File: config.mk
export PLATFORM = sky130hd
export DESIGN_NAME = bsub_seq
export DESIGN_NICKNAME = d
export VERILOG_FILES = /design/src/hdl/bsub_pkg.sv /design/src/hdl/bsub_seq.sv
export SDC_FILE = /design/constraint.sdc
export NUM_CORES = 1
export LEC_CHECK = 0
export BUFFER_PORTS_ARGS = -buffer_cell sky130_fd_sc_hd__buf_2
export CAP_MARGIN = 40
export CORE_ASPECT_RATIO = 0.75
export CORE_UTILIZATION = 45
export DETAILED_ROUTE_END_ITERATION = 10
export PLACE_DENSITY = 0.74
export SLEW_MARGIN = 10
export SYNTH_ARGS = -nofsm -noshare
export SYNTH_HDL_FRONTEND = slang
export SYNTH_SLANG_ARGS = --single-unit
File: constraint.sdc
create_clock -name clock -period 4.35 [get_ports clock]
set_input_delay 0.2175 -clock clock [delete_from_list [all_inputs] [get_ports clock]]
set_output_delay 0.2175 -clock clock [all_outputs]
set_load 0.05 [all_outputs]
File: src/hdl/bsub_pkg.sv
// Shared types and constants for the byte-to-string substitution engine.
package bsub_pkg;

   // Request type codes on the input channel.
   localparam logic [1:0] REQ_CONVERT   = 2'd0;
   localparam logic [1:0] REQ_LOAD_KEY  = 2'd1;
   localparam logic [1:0] REQ_LOAD_CHAR = 2'd2;

   // Carriage return is dropped from the stream.
   localparam logic [7:0] CR_BYTE = 8'd13;

   typedef enum logic [1:0] {
      ST_IDLE,
      ST_SEARCH,
      ST_PASS,
      ST_EMIT
   } state_type;

   // Table port strobes from the sequencer.
   typedef struct packed {
      logic key_wr;
      logic key_rd;
      logic rep_wr;
      logic rep_rd;
   } tbl_ctrl_type;

endpackage

File: src/hdl/bsub_seq.sv
// Sequencer: request decode, shared key comparator, emit loop, output register.
module bsub_seq
   import bsub_pkg::*;
#(
   parameter int TABLE_ENTRIES = 64,
   parameter int MAX_OUT_LEN   = 16,
   parameter int IW  = 6,
   parameter int CW  = 7,
   parameter int LW  = 5,
   parameter int RAW = 10
) (
   input  logic               clock,
   input  logic               reset,
   // request channel
   input  logic               req_valid,
   output logic               req_stall,
   input  logic [1:0]         req_type,
   input  logic [7:0]         req_data_byte,
   input  logic [5:0]         req_entry_index,
   input  logic [3:0]         req_char_pos,
   input  logic [4:0]         req_out_length,
   // search limit, already clamped
   input  logic [CW-1:0]      limit,
   // table side
   output tbl_ctrl_type       ctrl,
   output logic [IW-1:0]      key_wr_addr,
   output logic [8+LW-1:0]    key_wr_data,
   output logic [IW-1:0]      key_rd_addr,
   input  logic [8+LW-1:0]    key_rd_data,
   output logic [RAW-1:0]     rep_wr_addr,
   output logic [7:0]         rep_wr_data,
   output logic [RAW-1:0]     rep_rd_addr,
   input  logic [7:0]         rep_rd_data,
   // response channel
   output logic               rsp_valid,
   input  logic               rsp_stall,
   output logic [7:0]         rsp_out_byte,
   output logic               rsp_last,
   output logic [31:0]        rsp_conversion_count
);

   state_type   state_ff, state_in;
   logic [CW-1:0] idx_ff, idx_in;
   logic [7:0]    byte_ff, byte_in;
   logic [LW-1:0] len_ff, len_in;
   logic [LW-1:0] pos_ff, pos_in;
   logic [31:0]   count_ff, count_in;

   logic          rsp_valid_ff, rsp_valid_in;
   logic [7:0]    rsp_byte_ff, rsp_byte_in;
   logic          rsp_last_ff, rsp_last_in;
   logic [31:0]   rsp_count_ff, rsp_count_in;

   logic          out_free;
   logic          out_load;
   logic [CW-1:0] idx_next;
   logic [LW-1:0] pos_next;
   logic [LW-1:0] len_sat;
   logic [7:0]    rd_key;
   logic [LW-1:0] rd_len;
   logic          entry_ok;
   logic          pos_ok;

   assign out_free = !rsp_valid_ff || !rsp_stall;
   assign idx_next = idx_ff + 1'b1;
   assign pos_next = pos_ff + 1'b1;
   assign rd_key   = key_rd_data[8+LW-1:LW];
   assign rd_len   = key_rd_data[LW-1:0];
   assign entry_ok = int'(req_entry_index) < TABLE_ENTRIES;
   assign pos_ok   = int'(req_char_pos) < MAX_OUT_LEN;
   assign len_sat  = (int'(req_out_length) > MAX_OUT_LEN) ? LW'(MAX_OUT_LEN)
                                                          : LW'(req_out_length);

   assign req_stall   = (state_ff != ST_IDLE);
   assign key_wr_addr = IW'(req_entry_index);
   assign key_wr_data = {req_data_byte, len_sat};
   assign rep_wr_addr = RAW'(req_entry_index) * RAW'(MAX_OUT_LEN) + RAW'(req_char_pos);
   assign rep_wr_data = req_data_byte;

   always_ff @(posedge clock) begin
      if (reset) begin
         state_ff     <= ST_IDLE;
         count_ff     <= '0;
         rsp_valid_ff <= 1'b0;
      end else begin
         state_ff     <= state_in;
         count_ff     <= count_in;
         rsp_valid_ff <= rsp_valid_in;
      end
   end

   always_ff @(posedge clock) begin
      idx_ff       <= idx_in;
      byte_ff      <= byte_in;
      len_ff       <= len_in;
      pos_ff       <= pos_in;
      rsp_byte_ff  <= rsp_byte_in;
      rsp_last_ff  <= rsp_last_in;
      rsp_count_ff <= rsp_count_in;
   end

   always_comb begin
      state_in     = state_ff;
      idx_in       = idx_ff;
      byte_in      = byte_ff;
      len_in       = len_ff;
      pos_in       = pos_ff;
      count_in     = count_ff;
      ctrl         = '0;
      key_rd_addr  = '0;
      rep_rd_addr  = RAW'(idx_ff) * RAW'(MAX_OUT_LEN) + RAW'(pos_ff);
      out_load     = 1'b0;
      rsp_byte_in  = rsp_byte_ff;
      rsp_last_in  = rsp_last_ff;
      rsp_count_in = rsp_count_ff;

      case (state_ff)
         ST_IDLE: begin
            if (req_valid) begin
               case (req_type)
                  REQ_LOAD_KEY: begin
                     ctrl.key_wr = entry_ok;
                  end
                  REQ_LOAD_CHAR: begin
                     ctrl.rep_wr = entry_ok && pos_ok;
                  end
                  REQ_CONVERT: begin
                     byte_in = req_data_byte;
                     idx_in  = '0;
                     if (req_data_byte == CR_BYTE) begin
                        state_in = ST_IDLE;
                     end else if (limit == '0) begin
                        state_in = ST_PASS;
                     end else begin
                        ctrl.key_rd = 1'b1;
                        state_in    = ST_SEARCH;
                     end
                  end
                  default: begin
                     state_in = ST_IDLE;
                  end
               endcase
            end
         end
         ST_SEARCH: begin
            // entry idx_ff is in the read register; on a miss below the limit the next entry is fetched meanwhile
            if (rd_key == byte_ff) begin
               if (count_ff != '1) begin
                  count_in = count_ff + 1'b1;
               end
               if (rd_len == '0) begin
                  state_in = ST_IDLE;
               end else begin
                  len_in      = rd_len;
                  pos_in      = '0;
                  ctrl.rep_rd = 1'b1;
                  rep_rd_addr = RAW'(idx_ff) * RAW'(MAX_OUT_LEN);
                  state_in    = ST_EMIT;
               end
            end else if (idx_next == limit) begin
               state_in = ST_PASS;
            end else begin
               idx_in      = idx_next;
               ctrl.key_rd = 1'b1;
               key_rd_addr = IW'(idx_next);
            end
         end
         ST_PASS: begin
            if (out_free) begin
               out_load     = 1'b1;
               rsp_byte_in  = byte_ff;
               rsp_last_in  = 1'b1;
               rsp_count_in = count_ff;
               state_in     = ST_IDLE;
            end
         end
         ST_EMIT: begin
            if (out_free) begin
               out_load     = 1'b1;
               rsp_byte_in  = rep_rd_data;
               rsp_last_in  = (pos_next == len_ff);
               rsp_count_in = count_ff;
               if (pos_next == len_ff) begin
                  state_in = ST_IDLE;
               end else begin
                  pos_in      = pos_next;
                  ctrl.rep_rd = 1'b1;
                  rep_rd_addr = RAW'(idx_ff) * RAW'(MAX_OUT_LEN) + RAW'(pos_next);
               end
            end
         end
         default: begin
            state_in = ST_IDLE;
         end
      endcase

      if (out_load) begin
         rsp_valid_in = 1'b1;
      end else if (!rsp_stall) begin
         rsp_valid_in = 1'b0;
      end else begin
         rsp_valid_in = rsp_valid_ff;
      end
   end

   assign rsp_valid            = rsp_valid_ff;
   assign rsp_out_byte         = rsp_byte_ff;
   assign rsp_last             = rsp_last_ff;
   assign rsp_conversion_count = rsp_count_ff;

endmodule

==> flow_summary.ini, run 1 <==
[placed_design]
gp_congestion = 0.9116
io_buffers = 130
hpwl_um = 9354

[synthesis]
synth_cell_type_count = 64
synth_nets = 557
ys.flop_type = edfxtp_1
synth_common_cells = 66 x edfxtp_1, 55 x nor2_1, 45 x xnor2_1, 35 x dfxtp_1, 34 x buf_4
synth_top_area_cell = edfxtp_1
yosys.area_share.xor_xnor_pct = 10.18
synth_compound_area_share_pct = 7.542
synth_top_family_by_area = simple AND/OR/NAND/NOR gates
synth.most_common_cell = edfxtp_1
synth.area.top_cells = edfxtp_1 38%, dfxtp_1 13%, xnor2_1 7.5%
syn_avg_cell_area_um2 = 10.73
synthSimpleGateAreaFrac_pct = 19.70
synth_edf_count = 66
synth_area_um2 = 5259
yosys_warnings = 0
synth-seq-area-share_pct = 51.01
synth_top_cell_area_share_pct = 37.69
syn_inst = 490
synth_mux_area_share_pct = 2.094
synthAdderAreaFrac_pct = 2.379
ys_seq_elements = 101
async_flop_share_pct = 0

[setup_path]
cp_cell_sequence = ha_1, xor3_2, nor3_4, a41oi_4, nor2_2, inv_2, o21ai_1, o2bb2ai_1, buf_2
cpMaxStageDelayCell = edfxtp_1
crit_fanout = 9
r2r_cells = 7
arrival_ns = 2.95
crit_path_start_kind = flop
crit_type = flop to output pin
worstPathRequired_ns = 4.13
r2r_setup_slack_ns = 1.53
crit_path_end_kind = output pin
crit_path_max_incr_delay_ns = 0.50

[global_routing]
grt.total_usage_pct = 20.55
grtUsageMet1_pct = 27.96
grt_max_degree = 38
use_met3_pct = 4.826
antenna_found_initial = 0
grt_pass1_wl_um = 19060
grt_overflow = 0
grt_use_met2_pct = 32.01
grt_pass1_vias = 3800
busiest_layer = met2

[timing]
setup_viol = 0
slew_violations = 0
skew_ns = 0.009588
tns_ns = 0
worst_pin_slew_ns = 0.7465
slew-limit-headroom_pct = 50.24
finalCriticalPeriod_ns = 3.167
hold_viol = 0
fin_crit_sh_pct = 72.80
rsz0062_at_grt = no
fmax_mhz = 315.8

[clock_network]
cts_tree = yes
clock-root-buffer = clkbuf_16
hold_buffers = 0
post_cts_resized = 0
clkLatencyLatePin_ns = 0.35
cts_inserted_buffers = 9
clk_pin_slew_ns = 0.08
clockBufferDepth = 2
htree_levels = 3
post-cts-setup-buffers = 0
clock-sinks = 101

[drt]
drt-pass1-iter-count = 5
avgRoutedWirePerCell_um = 16.89
viasPerCell = 5.602
num_vias = 4106
antenna_left = 0
drcViolationCount = 0
routed_wl_um = 12380
drt_iter0_markers = 332

[floorplanning]
io_pins = 157
die_x_um = 126.8
dieArea_um2 = 12130
core-area_um2 = 11150
die_h_um = 95.62
num_rows = 33
start_util_pct = 47.17

[hold_path]
hold_depth = 1
hold_path_class = input port to flop

[pwr]
p_leak_uw = 0.002369
p_sw_uw = 643.5
p_int_uw = 1538
power_frac_seq_pct = 48.6
p_per_area_nw_per_um2 = 355.0
ir_drop_v = 0.0002205
p_sw_share_pct = 29.50
pwr-share-clk_pct = 37.8
p_comb_share_pct = 13.6

[layout]
area_growth_syn_to_layout_pct = 16.82
utilization_pct = 55.11
drive_above_1_share_pct = 29.17
fin_nets = 655
diodes = 0

[flow_run]
max_cap_violations = 0

[status]
status = finished clean
## layer usage
metal	vias to the layer above	part of all wire (%)
li1	1951	-
met1	1938	46
met2	191	45
met3	26	7.5
met4	0	1.8
met5	-	0
## per-stage QoR
step | power, uW | setup WS, ns | std cells | cell area (um2) | hold WS, ns
finish | 2181 | 1.183 | 733 | 6143 | 0.05781
global route | 2252 | 0.9855 | 733 | 6143 | 0.04627
CTS | 2201 | 1.177 | 733 | 6143 | 0.04339
detailed placement | 1377 | 1.558 | 717 | 5829 | 0.4164
global placement | 1369 | 1.640 | 715 | 5802 | 0.4092
floorplan | 1338 | 1.236 | 490 | 5259 | 0.3164
## flip-flops by register name, indices dropped and copies added, names as in the netlist
name,count
rsp_valid,1
idx_ff,7
rsp_last,1
rsp_conversion_count,32
count_ff,32
len_ff,5
state_ff,2
rsp_out_byte,8
pos_ff,5
byte_ff,8
## cell type report
| class | instances | area, um2 |
|---|---|---|
| multi-input cells | 325 | 2215 |
| clock inverters | 7 | 88.84 |
| well taps | 140 | 175.2 |
| repair buffers | 134 | 693.2 |
| flip-flops and latches | 101 | 2683 |
| inverters | 17 | 63.81 |
| clock buffers | 9 | 225.2 |
| fillers | 989 | 5005 |
## power groups by stage
stage	clock [uW]	combinational, uW	sequential, uW
3_5_place_dp	0	295	1080
6_report	823	297	1060
3_3_place_gp	0	288	1080
5_1_grt	875	315	1060
2_1_floorplan	0	244	1090
4_1_cts	845	296	1060
## final timing paths
path	startpoint	end
worst max-delay path	pos_ff[0]$_SDFFCE_PN0P_	rep_rd_addr[2]
worst min-delay path	key_rd_data[0]	len_ff[0]$_DFFE_PP_
worst max register to register	idx_ff[0]$_SDFFCE_PN0P_	idx_ff[1]$_SDFFCE_PN0P_
worst min register to register	count_ff[18]$_SDFFE_PP0P_	rsp_conversion_count[18]$_DFFE_PP_
## critical path: cells and delay by family (launching register included)
family / cells / cell delay (ns)
AOI/OAI and AO/OA: 3 / 0.43
xor gates and xnor gates: 1 / 0.43
adders and majority gates: 1 / 0.33
buffers and inverters: 2 / 0.33
DFF: 1 / 0.50
and+or+nand+nor: 2 / 0.58
## logic make-up after synthesis
logic type      after synthesis
compound gates               55
xor+xnor                     56
fa+ha+maj                    10
buf+inv                      64
flops                       101
mux                          10
simple gates                194
## placed cells by master (no fill, tap or decap), types with 9 or more instances in the layout
| master | n |
|---|---|
| nor3_1 | 18 |
| ha_1 | 10 |
| edfxtp_1 | 66 |
| o21ai_0 | 9 |
| nor4_1 | 15 |
| nor2_1 | 55 |
| nand4_1 | 15 |
| nand2_1 | 29 |
| clkbuf_16 | 9 |
| nand3_1 | 16 |
| buf_2 | 130 |
| and3_1 | 10 |
| a21oi_1 | 12 |
| dfxtp_1 | 35 |
| xnor2_1 | 45 |
| inv_1 | 16 |
(Power assumes the default switching activity.)
==> inputs of run 2 (changes only) <==
- ABC_AREA: not set -> 1
- PLACE_DENSITY: 0.74 -> 0.73
- clock period: 4.35 -> 3.2 ns (I/O delays scaled with it)
==> flow_summary.ini, run 2 <==
[timing]
worst_pin_slew_ns = 0.8196
slew_violations = 0
tns_ns = 0
setup_viol = 0
slew-limit-headroom_pct = 45.36
fin_crit_sh_pct = 90.37
fmax_mhz = 345.8
fin_ws_ns = 0.3082
finalCriticalPeriod_ns = 2.892
skew_ns = 0.009482
holdWs_ns = 0.009377
rsz0062_at_grt = no
hold_viol = 0

[floorplanning]
die_h_um = 99.74
core-area_um2 = 12350
io_pins = 157
die_x_um = 132.3
start_util_pct = 46.41
num_rows = 35
dieArea_um2 = 13200

[global_routing]
antenna_found_initial = 0
grt.total_usage_pct = 21.37
grt_overflow = 0
grt_pass1_vias = 4359
grt_pass1_wl_um = 22160
grt_max_degree = 36

[synthesis]
synth_edf_count = 66
synth_area_um2 = 5732
synth_cell_type_count = 33
syn_inst = 712
syn_avg_cell_area_um2 = 8.050
async_flop_share_pct = 0
synth_top_cell_area_share_pct = 34.58
synth_common_cells = 226 x nand2_1, 66 x edfxtp_1, 66 x nor2_1, 65 x inv_1, 42 x a21oi_1
synth-seq-area-share_pct = 46.80
synth.most_common_cell = nand2_1
synth.area.top_cells = edfxtp_1 35%, nand2_1 15%, dfxtp_1 12%
synth_top_area_cell = edfxtp_1
yosys_warnings = 0
ys.flop_type = edfxtp_1
synth_nets = 779
ys_seq_elements = 101

[setup_path]
crit_fanout = 10
arrival_ns = 2.73
r2r_cells = 11
r2r_setup_slack_ns = 0.42
crit_path_end_kind = output pin
crit_type = flop to output pin
crit_path_start_kind = flop
timing.rr.end = idx_ff[1]$_SDFFCE_PN0P_
r2r-start = idx_ff[0]$_SDFFCE_PN0P_
worstPathRequired_ns = 3.04

[drt]
highest_layer = met4
met1_length_um = 7214
drt-pass1-iter-count = 4
num_vias = 4879
antenna_left = 0
wl_met2_um = 5280
wl_met3_um = 846
avgRoutedWirePerCell_um = 13.78
drcViolationCount = 0
viasPerCell = 4.989
routed_wl_um = 13470
drt_iter0_markers = 404

[hold_path]
hp-start = key_rd_data[3]
hold_end = len_ff[3]$_DFFE_PP_
hold_path_class = input port to flop
hold_depth = 1

[clock_network]
clockBufferDepth = 2
clkLatencyLatePin_ns = 0.35
htree_levels = 3
clock-sinks = 101
cts_tree = yes
post-cts-setup-buffers = 0
clk_pin_slew_ns = 0.07
post_cts_resized = 0
hold_buffers = 1
cts_inserted_buffers = 9
clock-root-buffer = clkbuf_16

[layout]
drive_above_1_share_pct = 20.07
area_growth_syn_to_layout_pct = 15.19
fin_nets = 874
final_cell_mix = 226 x nand2_1, 130 x buf_2, 66 x nor2_1, 66 x edfxtp_1, 65 x inv_1
final_common_cell = nand2_1
diodes = 0

[flow_run]
max_cap_violations = 0

[pwr]
p_per_area_nw_per_um2 = 618.1
ir_drop_v = 0.0003228
p_leak_uw = 0.002899

[placed_design]
io_buffers = 130
gp_congestion = 0.9429
dp_slack_ns = 0.4445
hpwl_um = 10350

[status]
status = finished clean
run 2: worst max-delay path by stage:
stage	depth (start not counted)	slack, ns	startpoint	to
floorplan	11	0.05	pos_ff[0]$_SDFFCE_PN0P_	rep_rd_addr[0]
global placement	11	0.55	idx_ff[0]$_SDFFCE_PN0P_	idx_ff[1]$_SDFFCE_PN0P_
detailed placement	11	0.44	idx_ff[0]$_SDFFCE_PN0P_	idx_ff[1]$_SDFFCE_PN0P_
CTS	14	0.33	pos_ff[0]$_SDFFCE_PN0P_	rep_rd_addr[4]
global route	12	0.08	pos_ff[0]$_SDFFCE_PN0P_	rep_rd_addr[5]
finish	12	0.31	pos_ff[0]$_SDFFCE_PN0P_	rep_rd_addr[5]
run 2: where the power goes:
group	internal (uW)	leakage [uW]	switching, uW
clock network	605	0.000137	468
logic	317	0.00185	1060
registers	1540	0.000917	94.3
total	2460	0.00290	1620
run 2: area by class of cell:
type / count / area, um2
inverter: 66 / 247.7
fill: 1190 / 5747
multi-input combinational: 493 / 2455
sequential: 101 / 2683
timing repair buffer: 136 / 718.2
tap: 166 / 207.7
clock buffer: 10 / 229.0
clock inverter: 6 / 62.56
run 2: through the flow:
| step | total power [uW] | std cells | utilization, % | area, um2 |
|---|---|---|---|---|
| 2_1_floorplan | 2742 | 712 | - | 5732 |
| 4_1_cts | 4104 | 978 | 53.46 | 6603 |
| 6_report | 4081 | 978 | 53.46 | 6603 |
| 5_1_grt | 4285 | 978 | 53.46 | 6603 |
| 3_3_place_gp | 3001 | 959 | 50.74 | 6266 |
| 3_5_place_dp | 3034 | 961 | 51.02 | 6301 |
run 2: kinds of logic after synthesis:
kind of cell | count (synthesis) | share of synthesized area [%]
AND/OR/NAND/NOR | 378 | 28.27
buffers and inverters | 118 | 10.57
flip-flops | 101 | 46.80
AO/OA/AOI/OAI | 65 | 6.068
XOR/XNOR | 40 | 6.112
adder cells (fa/ha/maj) | 10 | 2.183
run 2: routing by layer:
layer | vias up | track usage (%)
li1 | 2480 | -
met2 | 160 | 28.91
met1 | 2229 | 33.18
met5 | - | 0
met3 | 10 | 5.403
met4 | 0 | 5.393
run 2: critical path, stage by stage, from the launching register on:
cell and delay, ns:
edfxtp_1 0.48, ha_1 0.34, inv_1 0.05, nand2_1 0.05, nand2_1 0.05, nor2_1 0.10
nand3_1 0.07, nor2_1 0.11, nand3_2 0.20, nand2_1 0.24, nand2_1 0.16, o211ai_1 0.23
buf_2 0.30
==> inputs of run 3 (changes only) <==
- CORE_ASPECT_RATIO: 0.75 -> 0.8
==> flow_summary.ini, run 3 (same netlist as run 2, synthesis figures left out) <==
[global_routing]
antenna_found_initial = 0
grt_overflow = 0
grt_pass1_vias = 4099
grt.total_usage_pct = 20.56
grt_max_degree = 36
grt_pass1_wl_um = 21090

[timing]
skew_ns = 0.008308
holdWs_ns = 0.01512
setup_viol = 0
worst_pin_slew_ns = 0.8556
slew_violations = 0
fmax_mhz = 343.1
tns_ns = 0
finalCriticalPeriod_ns = 2.915
rsz0062_at_grt = no
fin_crit_sh_pct = 91.08
slew-limit-headroom_pct = 42.96
hold_viol = 0

[drt]
drcViolationCount = 0
viasPerCell = 4.965
num_vias = 4871
drt_iter0_markers = 405
drt-pass1-iter-count = 4
antenna_left = 0
routed_wl_um = 13220
avgRoutedWirePerCell_um = 13.47

[clock_network]
clkLatencyLatePin_ns = 0.34
clock-root-buffer = clkbuf_16
post_cts_resized = 0
clk_pin_slew_ns = 0.07
clock-sinks = 101
htree_levels = 3
cts_tree = yes
post-cts-setup-buffers = 0
clockBufferDepth = 2
hold_buffers = 0
cts_inserted_buffers = 9

[setup_path]
cp_cell_sequence = ha_1, inv_1, nand2_1, nand2_1, nor2_1, nand3_1, nor2_1, nand3_2, nand2_1, nand2_1, nand2_1, nand2_1, nand3_1, buf_2
arrival_ns = 2.75
cpMaxStageDelayCell = edfxtp_1
crit_path_frequent_cell = nand2_1
worstPathRequired_ns = 3.04
r2r_cells = 11
crit_type = flop to output pin
crit_path_start_kind = flop
crit_path_max_incr_delay_ns = 0.47
crit_fanout = 10
crit_path_end_kind = output pin

[pwr]
p_leak_uw = 0.002887
p_per_area_nw_per_um2 = 606.8
ir_drop_v = 0.0003993

[status]
status = finished clean

[layout]
final_area_um2 = 6570
final_cell_mix = 226 x nand2_1, 130 x buf_2, 66 x nor2_1, 66 x edfxtp_1, 65 x inv_1
final_common_cell = nand2_1
drive_above_1_share_pct = 19.88
area_growth_syn_to_layout_pct = 14.63
fin_nets = 872
diodes = 0

[floorplanning]
core-area_um2 = 12300
dieArea_um2 = 13200
io_pins = 157
num_rows = 36
die_x_um = 128.2
die_h_um = 102.9
start_util_pct = 46.61

[placed_design]
gp_congestion = 0.9615
dpl_cell_area_um2 = 6300
hpwl_um = 10100
io_buffers = 130

[hold_path]
hold_path_class = input port to flop
hold_depth = 1

[flow_run]
max_cap_violations = 0
run 3: worst max-delay path: cells and delay by family (launching register included):
family,cells,cell delay (ns)
and+or+nand+nor,11,1.26
DFF,1,0.47
adders and majority gates,1,0.35
buffers and inverters,2,0.33
run 3: area by class of cell:
type	instances	area (um2)
Clock buffer	13	250.2
Clock inverter	3	20.02
Fill cell	1165	5727
Inverter	66	247.7
Multi-Input combinational cell	493	2455
Sequential cell	101	2683
Tap cell	171	214.0
Timing Repair Buffer	134	700.7
run 3: final timing paths:
kind / start / endpoint / slack (ns)
max: pos_ff[0]$_SDFFCE_PN0P_ / rep_rd_addr[4] / 0.29
max reg2reg: idx_ff[0]$_SDFFCE_PN0P_ / idx_ff[6]$_SDFFCE_PN0P_ / 0.52
min: key_rd_data[1] / len_ff[1]$_DFFE_PP_ / 0.02
min reg2reg: count_ff[31]$_SDFFE_PP0P_ / rsp_conversion_count[31]$_DFFE_PP_ / 0.47
run 3: power breakdown:
part / internal (uW) / leakage [uW] / switching, uW
Combinational: 312 / 0.00184 / 1050
Clock: 551 / 0.000135 / 442
Sequential: 1540 / 0.000917 / 93.2
run 3: through the flow:
step	power [uW]	cells	util, %	worst slack [ns]
global route	4166	981	53.43	0.03989
CTS	4007	981	53.43	0.3117
floorplan	2742	712	-	0.04872
global placement	2996	964	51.01	0.6576
detailed placement	3014	965	51.23	0.5674
finish	3987	981	53.43	0.2854
run 3: layer usage:
layer / global-route usage [%] / share of wire (%)
met1: 32.28 / 53
met5: 0 / 0
met2: 28.02 / 39
met4: 4.344 / 0.79
met3: 4.930 / 7.2
